===== src/fwrl_pkg.sv =====
// Shared types and constants for the fixed-window rate limiter.
// No dependencies; imported by fwrl_ctrl, fwrl_dp and the top level.
`timescale 1ns / 1ps

package fwrl_pkg;

  localparam int unsigned KEY_COUNT       = 1024;  // power of two
  localparam int unsigned KEY_W           = $clog2(KEY_COUNT);
  localparam int unsigned KEY_FIELD_W     = 10;
  localparam int unsigned LIMIT_W         = 16;
  localparam int unsigned SEC_W           = 17;
  localparam int unsigned SECONDS_PER_DAY = 86400;
  localparam int unsigned LIMIT_RESET     = 10;
  localparam int unsigned WINDOW_RESET    = 60;

  localparam int unsigned CFG_INDEX_W = 8;
  localparam int unsigned CFG_DATA_W  = 17;
  localparam int unsigned S_TDATA_W   = 16;  // key_index padded to bytes
  localparam int unsigned M_TDATA_W   = 24;  // allowed, count_now padded

  localparam logic [CFG_INDEX_W-1:0] CFG_REQUEST_LIMIT  = 8'd0;
  localparam logic [CFG_INDEX_W-1:0] CFG_WINDOW_SECONDS = 8'd1;

  localparam logic KIND_REQUEST = 1'b0;
  localparam logic KIND_TICK    = 1'b1;

  typedef enum logic [1:0] {
    ST_CLEAR,
    ST_IDLE,
    ST_UPDATE
  } state_e;

  // one table entry
  typedef struct packed {
    logic               valid;
    logic [SEC_W-1:0]   window;
    logic [LIMIT_W-1:0] count;
  } entry_t;

  // controller -> datapath
  typedef struct packed {
    logic             clear;     // write an invalid entry at clr_addr
    logic [KEY_W-1:0] clr_addr;
    logic             tick;      // advance time by one second
    logic             lookup;    // read entry for incoming key
    logic             update;    // decide, write back, load output
  } cmd_t;

  // datapath -> controller
  typedef struct packed {
    logic out_stall;  // output register full and not taken
  } status_t;

endpackage


===== src/fwrl_ctrl.sv =====
// Controller FSM: clearing sweep after reset, accept and update sequencing.
// Depends on fwrl_pkg.
`timescale 1ns / 1ps

module fwrl_ctrl (
  input  logic             clk_i,
  input  logic             rst_ni,
  input  logic             in_valid_i,
  input  logic             in_kind_i,
  output logic             in_ready_o,
  input  fwrl_pkg::status_t sts_i,
  output fwrl_pkg::cmd_t    cmd_o
);
  import fwrl_pkg::*;

  state_e           state_q, state_d;
  logic [KEY_W-1:0] clr_q, clr_d;
  logic             accept;
  logic             last_clr;

  assign last_clr = (clr_q == KEY_W'(KEY_COUNT - 1));
  assign accept   = in_valid_i && in_ready_o;

  always_comb begin
    state_d = state_q;
    case (state_q)
      ST_CLEAR: begin
        if (last_clr) state_d = ST_IDLE;
      end
      ST_IDLE: begin
        if (accept && (in_kind_i == KIND_REQUEST)) state_d = ST_UPDATE;
      end
      ST_UPDATE: begin
        if (!sts_i.out_stall) state_d = ST_IDLE;
      end
      default: state_d = ST_CLEAR;
    endcase
  end

  always_comb begin
    in_ready_o      = (state_q == ST_IDLE);
    cmd_o.clear     = (state_q == ST_CLEAR);
    cmd_o.clr_addr  = clr_q;
    cmd_o.tick      = accept && (in_kind_i == KIND_TICK);
    cmd_o.lookup    = accept && (in_kind_i == KIND_REQUEST);
    cmd_o.update    = (state_q == ST_UPDATE) && !sts_i.out_stall;
    clr_d           = (state_q == ST_CLEAR) ? clr_q + KEY_W'(1) : clr_q;
  end

  always_ff @(posedge clk_i or negedge rst_ni) begin
    if (!rst_ni) begin
      state_q <= ST_CLEAR;
      clr_q   <= '0;
    end else begin
      state_q <= state_d;
      clr_q   <= clr_d;
    end
  end

endmodule


===== config.mk =====
export PLATFORM = sky130hd
export DESIGN_NAME = fwrl_ctrl
export DESIGN_NICKNAME = d
export VERILOG_FILES = /design/src/fwrl_pkg.sv /design/src/fwrl_ctrl.sv
export SDC_FILE = /design/constraint.sdc
export NUM_CORES = 1
export LEC_CHECK = 0
export BUFFER_PORTS_ARGS = -buffer_cell sky130_fd_sc_hd__buf_2
export CORE_ASPECT_RATIO = 1.1
export CORE_MARGIN = 2
export CORE_UTILIZATION = 37
export CTS_BUF_LIST = sky130_fd_sc_hd__clkbuf_16
export DETAILED_ROUTE_END_ITERATION = 10
export PLACE_DENSITY_LB_ADDON = 0.25
export SYNTH_ARGS = -nofsm -noshare
export SYNTH_HDL_FRONTEND = slang
export SYNTH_SLANG_ARGS = --single-unit

===== constraint.sdc =====
create_clock -name clk_i -period 1.4 [get_ports clk_i]
set_clock_uncertainty 0.05 [all_clocks]
set_input_delay 0.14 -clock clk_i [delete_from_list [all_inputs] [get_ports clk_i]]
set_output_delay 0.14 -clock clk_i [all_outputs]
set_load 0.01 [all_outputs]

==> run metrics, run 1 <==
Worst Setup Slack, final 0.03972 ns; commonest non-fill, non-tap cell in the layout buf_2; Crit path max-delay family flip-flops; commonest cells after routing, fill and taps aside buf_2, dfrtp_1, xnor2_1, nand2_1; H-Tree Depth 1; setup TNS 0 ns; post-route ant nets 0; Max-cap violations 0; Die Wd 40.61 µm; leakage power 0.3805 nW; DRC Markers 0; delay of the slowest cell on the worst path 0.43 ns; Die Y 44.27 µm; Syn Nets 52; crit-path max FO 5; Vias 435; CP max stage cell dfrtp_1; Cell Pwr Density 2079 nW/µm²; layout filler cell count 120; worst hold path class in -> reg; First DRT Iteration DRCs 1; post-synthesis sequential area ratio 55.05%; routed wire length per instance 11.87 µm; Pint 0.001084 W; largest net degree at the start of global routing 13; Worst setup EP type primary output; synthesis-to-layout area growth 40.60%; RSZ-0062 raised after global routing true; Placed Instance Area 660.6 µm²; Critical Path RT 1.21 ns; CP Class reg -> out; clk_lat worst skew 0.24 ns; mux cell area share after synthesis 2.064%; FMAX 0.7351 GHz; clock tree from TritonCTS done; core area 1366 µm²; synthesized area per cell 11.86 µm²; n_diodes 0; DRT Pass-1 Iters 3; Post-Syn Area 545.5 µm²; WL final 1021 µm; largest family of logic cells by synthesized area simple AND/OR/NAND/NOR gates; Final Hold Viols 0; Critical path buffers and inverters 2; initial core utilization 39.93%; Final Net Count 77; synthesized-area fraction occupied by adder cells 2.294%; # clock sinks 12; antenna violations before repair 0; synthesized flop and latch total 12; CTS clk-pin slew, worst paths 0.04 ns; critical path startpoint category register; critical-path cell list nand2b_4 > inv_2 > and3_1 > buf_2; combinational share of power 30.2%; YS warnings 0; outcome complete, no violations; I/O pin cnt 20; routability cong. 0.6630; Switching Share 32.00%; sw power 0.0005102 W; via density per instance 5.058; IO Port Bufs 19; first-pass GRT wire length 1773 µm; Congestion Overflow GR 0; hold_ws 0.1400 ns; Pwr Total 0.001594 W; period utilization 97.16%; All-Layer GR Usage 14.93%; maximum vdd drop 1.042 mV; # setup viols final 0; Cell Rows 14; Num CTS Buffers 3; xor/xnor cell area share of the yosys netlist 14.45%; final critical-path required period 1.360 ns; vias in the first global route 426; compound-gate portion of the synthesized area 2.982%; Reg power frac 37.7%; Arr. time, crit path 1.17 ns; die area 1798 µm²; Synth Instances 46; Slew Limit Fails 0; hpwl dp 762.5 µm; pre-CTS setup slack 0.1722 ns; Root Buffer Master clkbuf_16; Setup Fix Bufs, Post-CTS 0; clock buffer depth 2; post-route cell area 767.0 µm²; clock power share 32.1%; Unique masters post-synth 21; slew of the pin with the lowest slew margin 0.2779 ns; Simple-Gate Fraction of Synth Area 22.48%; ratio of cells with drive above 1 in the final layout 40.00%; Max transition margin 81.48%
-- logic make-up (layout without fill, tap and decap cells) --
kind of cell               count (synthesis)  count (layout)
buffers and inverters                      1              25
DFF                                       12              12
muxes                                      1               1
and+or+nand+nor                           19              19
AOI/OAI and AO/OA                          3               3
adders and majority gates                  1               1
xor gates and xnor gates                   9               9
-- state kept, by name, indices dropped and copies added, names as in the netlist --
signal / cells
clr_q: 10
state_q: 2
-- metrics by stage --
step / utilization (%) / instances
finish: 56.14 / 86
global placement: 48.35 / 81
global route: 56.14 / 86
CTS: 54.85 / 86
floorplan: - / 46
detailed placement: 48.35 / 81
-- synthesized netlist by cell type --
master,n,area (µm²)
inv_2,1,3.750
xnor2_1,8,70.07
nor2_2,1,6.260
and4bb_1,1,12.51
and2_1,1,6.260
xor2_1,1,8.760
nor3b_1,1,7.510
nand3_1,2,10.01
nand4_2,1,12.51
nor2_1,1,3.750
a21oi_1,1,5.000
dfrtp_1,12,300.3
and3_1,1,6.260
nand4_1,3,18.77
o21ai_1,1,5.000
o22ai_1,1,6.260
ha_1,1,12.51
mux2_1,1,11.26
and4_4,1,11.26
nand2_1,4,15.01
nand2b_1,2,12.51
-- repair_timing --
action / CTS / global route
hold buffers: 1 / 0
endpoints found under the setup margin: 0 / 2
endpoints found under the hold margin: 12 / 0
resized for setup: 0 / 3
-- worst register-to-register path, delay by kind of cell (launching register included) --
family,cells,cell delay [ns]
xor gates and xnor gates,1,0.14
DFF,1,0.47
and+or+nand+nor,2,0.49
-- per-layer routing --
metal	GRT usage (%)	part of all wire [%]	vias to the layer above
met5	0	0	-
met2	21.90	49	12
met1	19.17	45	208
met3	4.523	3.6	2
li1	-	-	213
met4	8.000	1.5	0
-- power by group through the flow --
stage	combinational (W)	clock, W	sequential (W)
2_1_floorplan	0.000262	0	0.000629
3_3_place_gp	0.000470	0	0.000600
3_5_place_dp	0.000477	0	0.000598
4_1_cts	0.000483	0.000527	0.000595
5_1_grt	0.000537	0.000554	0.000628
6_report	0.000481	0.000512	0.000600
-- final cells by class --
type / instances / area, µm² / area share (%)
multi-input cells: 33 / 259.0 / 33.77
inverters: 1 / 3.754 / 0.4894
repair buffers: 20 / 105.1 / 13.70
flip-flops and latches: 12 / 300.3 / 39.15
clock buffers: 3 / 75.07 / 9.788
clock inverters: 1 / 3.754 / 0.4894
well taps: 16 / 20.02 / 2.610
-- worst paths after layout --
check | start | endpoint | slack, ns | depth (start not counted)
min reg2reg | clr_q[7]$_DFFE_PN0P_ | clr_q[7]$_DFFE_PN0P_ | 0.45 | 1
max reg2reg | state_q[0]$_DFFE_PN0P_ | clr_q[5]$_DFFE_PN0P_ | 0.13 | 3
max in group asynchronous | rst_ni | clr_q[7]$_DFFE_PN0P_ | 0.82 | 2
min | sts_i | state_q[1]$_DFFE_PN0P_ | 0.14 | 3
min in group asynchronous | rst_ni | clr_q[2]$_DFFE_PN0P_ | 0.27 | 2
max | state_q[1]$_DFFE_PN0P_ | cmd_o[2] | 0.04 | 4
Note: power is estimated with default switching activity, not from simulation.
==> run 2, diff against run 1 <==
--- a/config.mk
+++ b/config.mk
@@ -6,9 +6,11 @@
 export NUM_CORES = 1
 export LEC_CHECK = 0
 export BUFFER_PORTS_ARGS = -buffer_cell sky130_fd_sc_hd__buf_2
+export CELL_PAD_IN_SITES_DETAIL_PLACEMENT = 1
+export CELL_PAD_IN_SITES_GLOBAL_PLACEMENT = 1
 export CORE_ASPECT_RATIO = 1.1
 export CORE_MARGIN = 2
-export CORE_UTILIZATION = 37
+export CORE_UTILIZATION = 34
 export CTS_BUF_LIST = sky130_fd_sc_hd__clkbuf_16
 export DETAILED_ROUTE_END_ITERATION = 10
 export PLACE_DENSITY_LB_ADDON = 0.25
==> run 2 against run 1 <==
Net effect: first-iteration DRC count rose by 100%; utilization fell by 7.6 points; global-route usage fell by 0.25 points; via count fell by 1.8%; cell area fell by 2.6%; highest routed layer unchanged; critical path type unchanged; setup slack got worse by 0.032 ns.
==> run metrics, run 2 (synthesis results as in run 1) <==
n_diodes 0; Critical Path RT 1.21 ns; final critical-path required period 1.393 ns; Vias 427; CP startpoint state_q[0]$_DFFE_PN0P_; r2r endpoint clr_q[6]$_DFFE_PN0P_; CTS clk-pin slew, worst paths 0.04 ns; Levels on crit path 2; commonest non-fill, non-tap cell in the layout buf_2; number of flip-flops in the largest register 10; CP max stage cell dfrtp_1; first-pass GRT wire length 2021 µm; Die Wd 42.19 µm; ratio of cells with drive above 1 in the final layout 37.68%; outcome complete, no violations; Switching Share 33.18%; worst hold path class in -> reg; routed wire length per instance 14.44 µm; clock buffer depth 2; CP Class reg -> out; antenna violations before repair 0; DRT Pass-1 Iters 2; Pwr Total 0.001604 W; WL final 1242 µm; DRC Markers 0; maximum vdd drop 0.9268 mV; Worst setup EP type primary output; clock power share 31.6%; routability cong. 0.6598; DP Cell Count 82; crit-path max FO 7; critical path startpoint category register; Arr. time, crit path 1.20 ns; die area 1941 µm²; Cell Rows 15; Largest regs clr_q (10), state_q (2); Num CTS Buffers 3; Pint 0.001072 W; Crit path max-delay family flip-flops; clk_lat worst skew 0.24 ns; I/O pin cnt 20; Reg power frac 37.5%; Root Buffer Master clkbuf_16; Worst R2R Path Depth 3; vias in the first global route 446; commonest cells after routing, fill and taps aside buf_2, dfrtp_1, xnor2_1, nand2_1; period utilization 99.48%; First DRT Iteration DRCs 2; Critical path buffers and inverters 1; # setup viols final 0; Cell Pwr Density 2148 nW/µm²; post-route ant nets 0; delay of the slowest cell on the worst path 0.42 ns; critical-path cell list nor2_2 > buf_2; Worst Setup EP cmd_o[13]; Max-cap violations 0; leakage power 0.3731 nW; via density per instance 4.965; sw power 0.0005324 W; Final Net Count 77; Congestion Overflow GR 0; largest net degree at the start of global routing 13; Top reg by flops clr_q; Slew Limit Fails 0; R2R Path Start state_q[0]$_DFFE_PN0P_; H-Tree Depth 1; Final Hold Viols 0; Max transition margin 75.96%; IO Port Bufs 19; slew of the pin with the lowest slew margin 0.3602 ns; Die Y 46.01 µm; All-Layer GR Usage 14.67%; # clock sinks 12; clock tree from TritonCTS done; hpwl dp 913.8 µm; Hold Path Depth 3; initial core utilization 35.45%; fin cells 86; worst reg-to-reg setup slack 0.09 ns; synthesis-to-layout area growth 36.93%; FMAX 0.7180 GHz; core area 1539 µm²; RSZ-0062 raised after global routing true; combinational share of power 30.9%
-- run 2: how the worst min path moves through the flow --
| stage | startpoint | endpoint | slack (ns) |
|---|---|---|---|
| 2_1_floorplan | rst_ni | clr_q[0]$_DFFE_PN0P_ | -0.21 |
| 3_3_place_gp | rst_ni | clr_q[5]$_DFFE_PN0P_ | -0.02 |
| 3_5_place_dp | rst_ni | clr_q[5]$_DFFE_PN0P_ | -0.02 |
| 4_1_cts | sts_i | state_q[1]$_DFFE_PN0P_ | 0.13 |
| 5_1_grt | sts_i | state_q[1]$_DFFE_PN0P_ | 0.15 |
| 6_report | sts_i | state_q[1]$_DFFE_PN0P_ | 0.13 |
-- run 2: power groups by stage --
stage                     logic (W)  clock network, W  registers (W)
after floorplan            0.000262                 0       0.000629
after global placement     0.000472                 0       0.000602
after detailed placement   0.000501                 0       0.000609
after CTS                  0.000506          0.000516       0.000603
after global routing       0.000545          0.000540       0.000628
final                      0.000495          0.000507       0.000602
-- run 2: worst reg2reg max path: stages (launching register included) --
cell,delay (ns)
dfrtp_1,0.42
nor2_2,0.34
nand3_1,0.17
xnor2_1,0.23
-- run 2: repair_timing --
action	CTS	global route
setup endpoints to repair	1	2
gates resized for setup	0	0
hold buffers	1	0
buffers inserted	0	0
hold endpoints to repair	12	0
-- run 2: through the flow --
stage               cell area, µm²  hold WS [ns]  setup WS, ns  setup TNS (ns)  utilization [%]
floorplan                    545.5       -0.2056        0.1790               0                -
global placement             661.9      -0.02168        0.1432               0            43.01
detailed placement           661.9      -0.01875        0.1014               0            43.01
CTS                          747.0        0.1268     -0.007593       -0.007593            48.54
global route                 747.0        0.1533      -0.05074        -0.09294            48.54
finish                       747.0        0.1295      0.007316               0            48.54
-- run 2: routing by layer --
metal  global-route usage, %  vias to the layer above  routed length (µm)
met5                       0                        -                   0
met4                   7.500                        0                  22
met3                   4.365                        2                  89
met2                   24.62                       20                 589
met1                   17.20                      194                 541
li1                        -                      211                   -
-- run 2: area by class of cell --
type | count | area (µm²)
clock buffers | 3 | 75.07
repair buffers | 20 | 105.1
inverters | 1 | 3.754
flip-flops and latches | 12 | 300.3
multi-input cells | 33 | 241.5
well taps | 17 | 21.27
fillers | 186 | 792.0
==> run 3, diff against run 2 <==
--- a/config.mk
+++ b/config.mk
@@ -10,7 +10,7 @@
 export CELL_PAD_IN_SITES_GLOBAL_PLACEMENT = 1
 export CORE_ASPECT_RATIO = 1.1
 export CORE_MARGIN = 2
-export CORE_UTILIZATION = 34
+export CORE_UTILIZATION = 25
 export CTS_BUF_LIST = sky130_fd_sc_hd__clkbuf_16
 export DETAILED_ROUTE_END_ITERATION = 10
 export PLACE_DENSITY_LB_ADDON = 0.25
==> run 3 against run 2 <==
Net effect: non-clock buffer count increased by 1; flip-flop and latch count did not move; cell area is 7.0% higher; die area rose by 33%; register-to-register slack gained 0.02 ns; first-iteration DRC count is the same; clock power rose by 4%; via count grew 2.1%; sequential share of layout area is 2.5 points lower; power rose by 3.3%; wire length up 4.3%; critical endpoint is now cmd_o[2]; largest cell class unchanged.
==> run metrics, run 3 (synthesis results as in run 1) <==
CP Class reg -> out; IO Port Bufs 19; period utilization 97.27%; leakage power 0.3796 nW; clock power share 31.6%; Worst setup EP type primary output; DRC Markers 0; clock tree from TritonCTS done; Num CTS Buffers 3; WL final 1295 µm; Largest regs clr_q (10), state_q (2); DRT Pass-1 Iters 4; Die Wd 48.54 µm; Top reg by flops clr_q; worst hold path class in -> reg; antenna violations before repair 0; Vias 436; Final Hold Viols 0; combinational share of power 33.0%; Pint 0.001109 W; vias in the first global route 448; Die Y 52.99 µm; # clock sinks 12; commonest non-fill, non-tap cell in the layout buf_2; post-route ant nets 0; I/O pin cnt 20; number of flip-flops in the largest register 10; die area 2572 µm²; outcome complete, no violations; First DRT Iteration DRCs 2; H-Tree Depth 1; critical path startpoint category register; routed wire length per instance 13.08 µm; hold_ws 0.1442 ns; DP Cell Count 94; Final Net Count 78; routability cong. 0.6219; # setup viols final 0; CTS clk-pin slew, worst paths 0.04 ns; clk_lat worst skew 0.24 ns; final critical-path required period 1.362 ns; ratio of cells with drive above 1 in the final layout 42.25%; register area 301.5 µm²; via density per instance 4.404; Multi-input gate area 259.0 µm²; Pwr Total 0.001658 W; Max transition margin 81.32%; sw power 0.0005495 W; Congestion Overflow GR 0; Cell Rows 17; largest net degree at the start of global routing 13; Switching Share 33.14%; layout filler cell count 253; Max-cap violations 0; initial core utilization 26.72%; Reg power frac 35.4%; Root Buffer Master clkbuf_16; n_diodes 0; delay of the slowest cell on the worst path 0.43 ns; Critical Path RT 1.21 ns; fin cells 99; Arr. time, crit path 1.17 ns; All-Layer GR Usage 11.27%; Cell Pwr Density 2074 nW/µm²; RSZ-0062 raised after global routing false; hpwl dp 953.1 µm; commonest cells after routing, fill and taps aside buf_2, dfrtp_1, xnor2_1, nand2_1; CP max stage cell dfrtp_2; synthesis-to-layout area growth 46.56%; FMAX 0.7344 GHz; critical-path cell list nand2b_4 > inv_4 > and3_4 > buf_6; core area 2042 µm²; Slew Limit Fails 0; crit-path max FO 5; Util after Layout 39.15%; maximum vdd drop 1.038 mV; clock buffer depth 2; first-pass GRT wire length 2111 µm; slew of the pin with the lowest slew margin 0.2802 ns
==> run 3: worst paths after layout <==
check	from	to	slack, ns	depth (start not counted)
setup / recovery	state_q[1]$_DFFE_PN0P_	cmd_o[2]	0.04	4
hold / removal	sts_i	state_q[1]$_DFFE_PN0P_	0.14	3
setup reg to reg	state_q[0]$_DFFE_PN0P_	clr_q[9]$_DFFE_PN0P_	0.11	3
hold reg to reg	clr_q[7]$_DFFE_PN0P_	clr_q[7]$_DFFE_PN0P_	0.45	1
max in group asynchronous	rst_ni	state_q[1]$_DFFE_PN0P_	0.80	2
min in group asynchronous	rst_ni	clr_q[9]$_DFFE_PN0P_	0.26	2
==> run 3: cell type report <==
cell class | count | share of cell area (%)
Clock buffer | 3 | 9.390
Clock inverter | 1 | 0.4695
Inverter | 1 | 0.7825
Multi-Input combinational cell | 33 | 32.39
Sequential cell | 12 | 37.72
Tap cell | 28 | 4.382
Timing Repair Buffer | 21 | 14.87
==> run 3: power groups by stage <==
stage	clock network (W)	registers, W	logic (W)
detailed placement	0	0.000587	0.000541
CTS	0.000534	0.000583	0.000545
floorplan	0	0.000629	0.000262
finish	0.000525	0.000587	0.000547
global route	0.000557	0.000613	0.000612
global placement	0	0.000587	0.000529
==> run 3: metrics by stage <==
step	worst slack (ns)	TNS (ns)	instance area, µm²
2_1_floorplan	0.1790	0	545.5
3_3_place_gp	0.1276	0	683.2
3_5_place_dp	0.1128	0	683.2
4_1_cts	-0.002243	-0.002243	772.0
5_1_grt	0.0007768	0	799.5
6_report	0.03827	0	799.5
==> run 3: per-layer routing <==
| layer | track usage [%] | part of all wire [%] | vias to the layer above |
|---|---|---|---|
| met5 | 0 | 0 | - |
| met4 | 2.857 | 0.77 | 0 |
| met3 | 4.237 | 4.6 | 2 |
| met2 | 18.75 | 50 | 12 |
| met1 | 13.91 | 45 | 212 |
| li1 | - | - | 210 |
==> run 3: critical path: cells and delay by family, from the launching register on <==
family	cells	cell delay, ns
flip-flops	1	0.43
buffers and inverters	2	0.15
AND/OR/NAND/NOR	2	0.35
==> run 3: timing repair <==
action	CTS	global route
hold endpoints to repair	12	0
setup endpoints to repair	1	3
hold buffers	1	0
pin swaps	0	0
gates resized for setup	0	6
buffers inserted	0	0
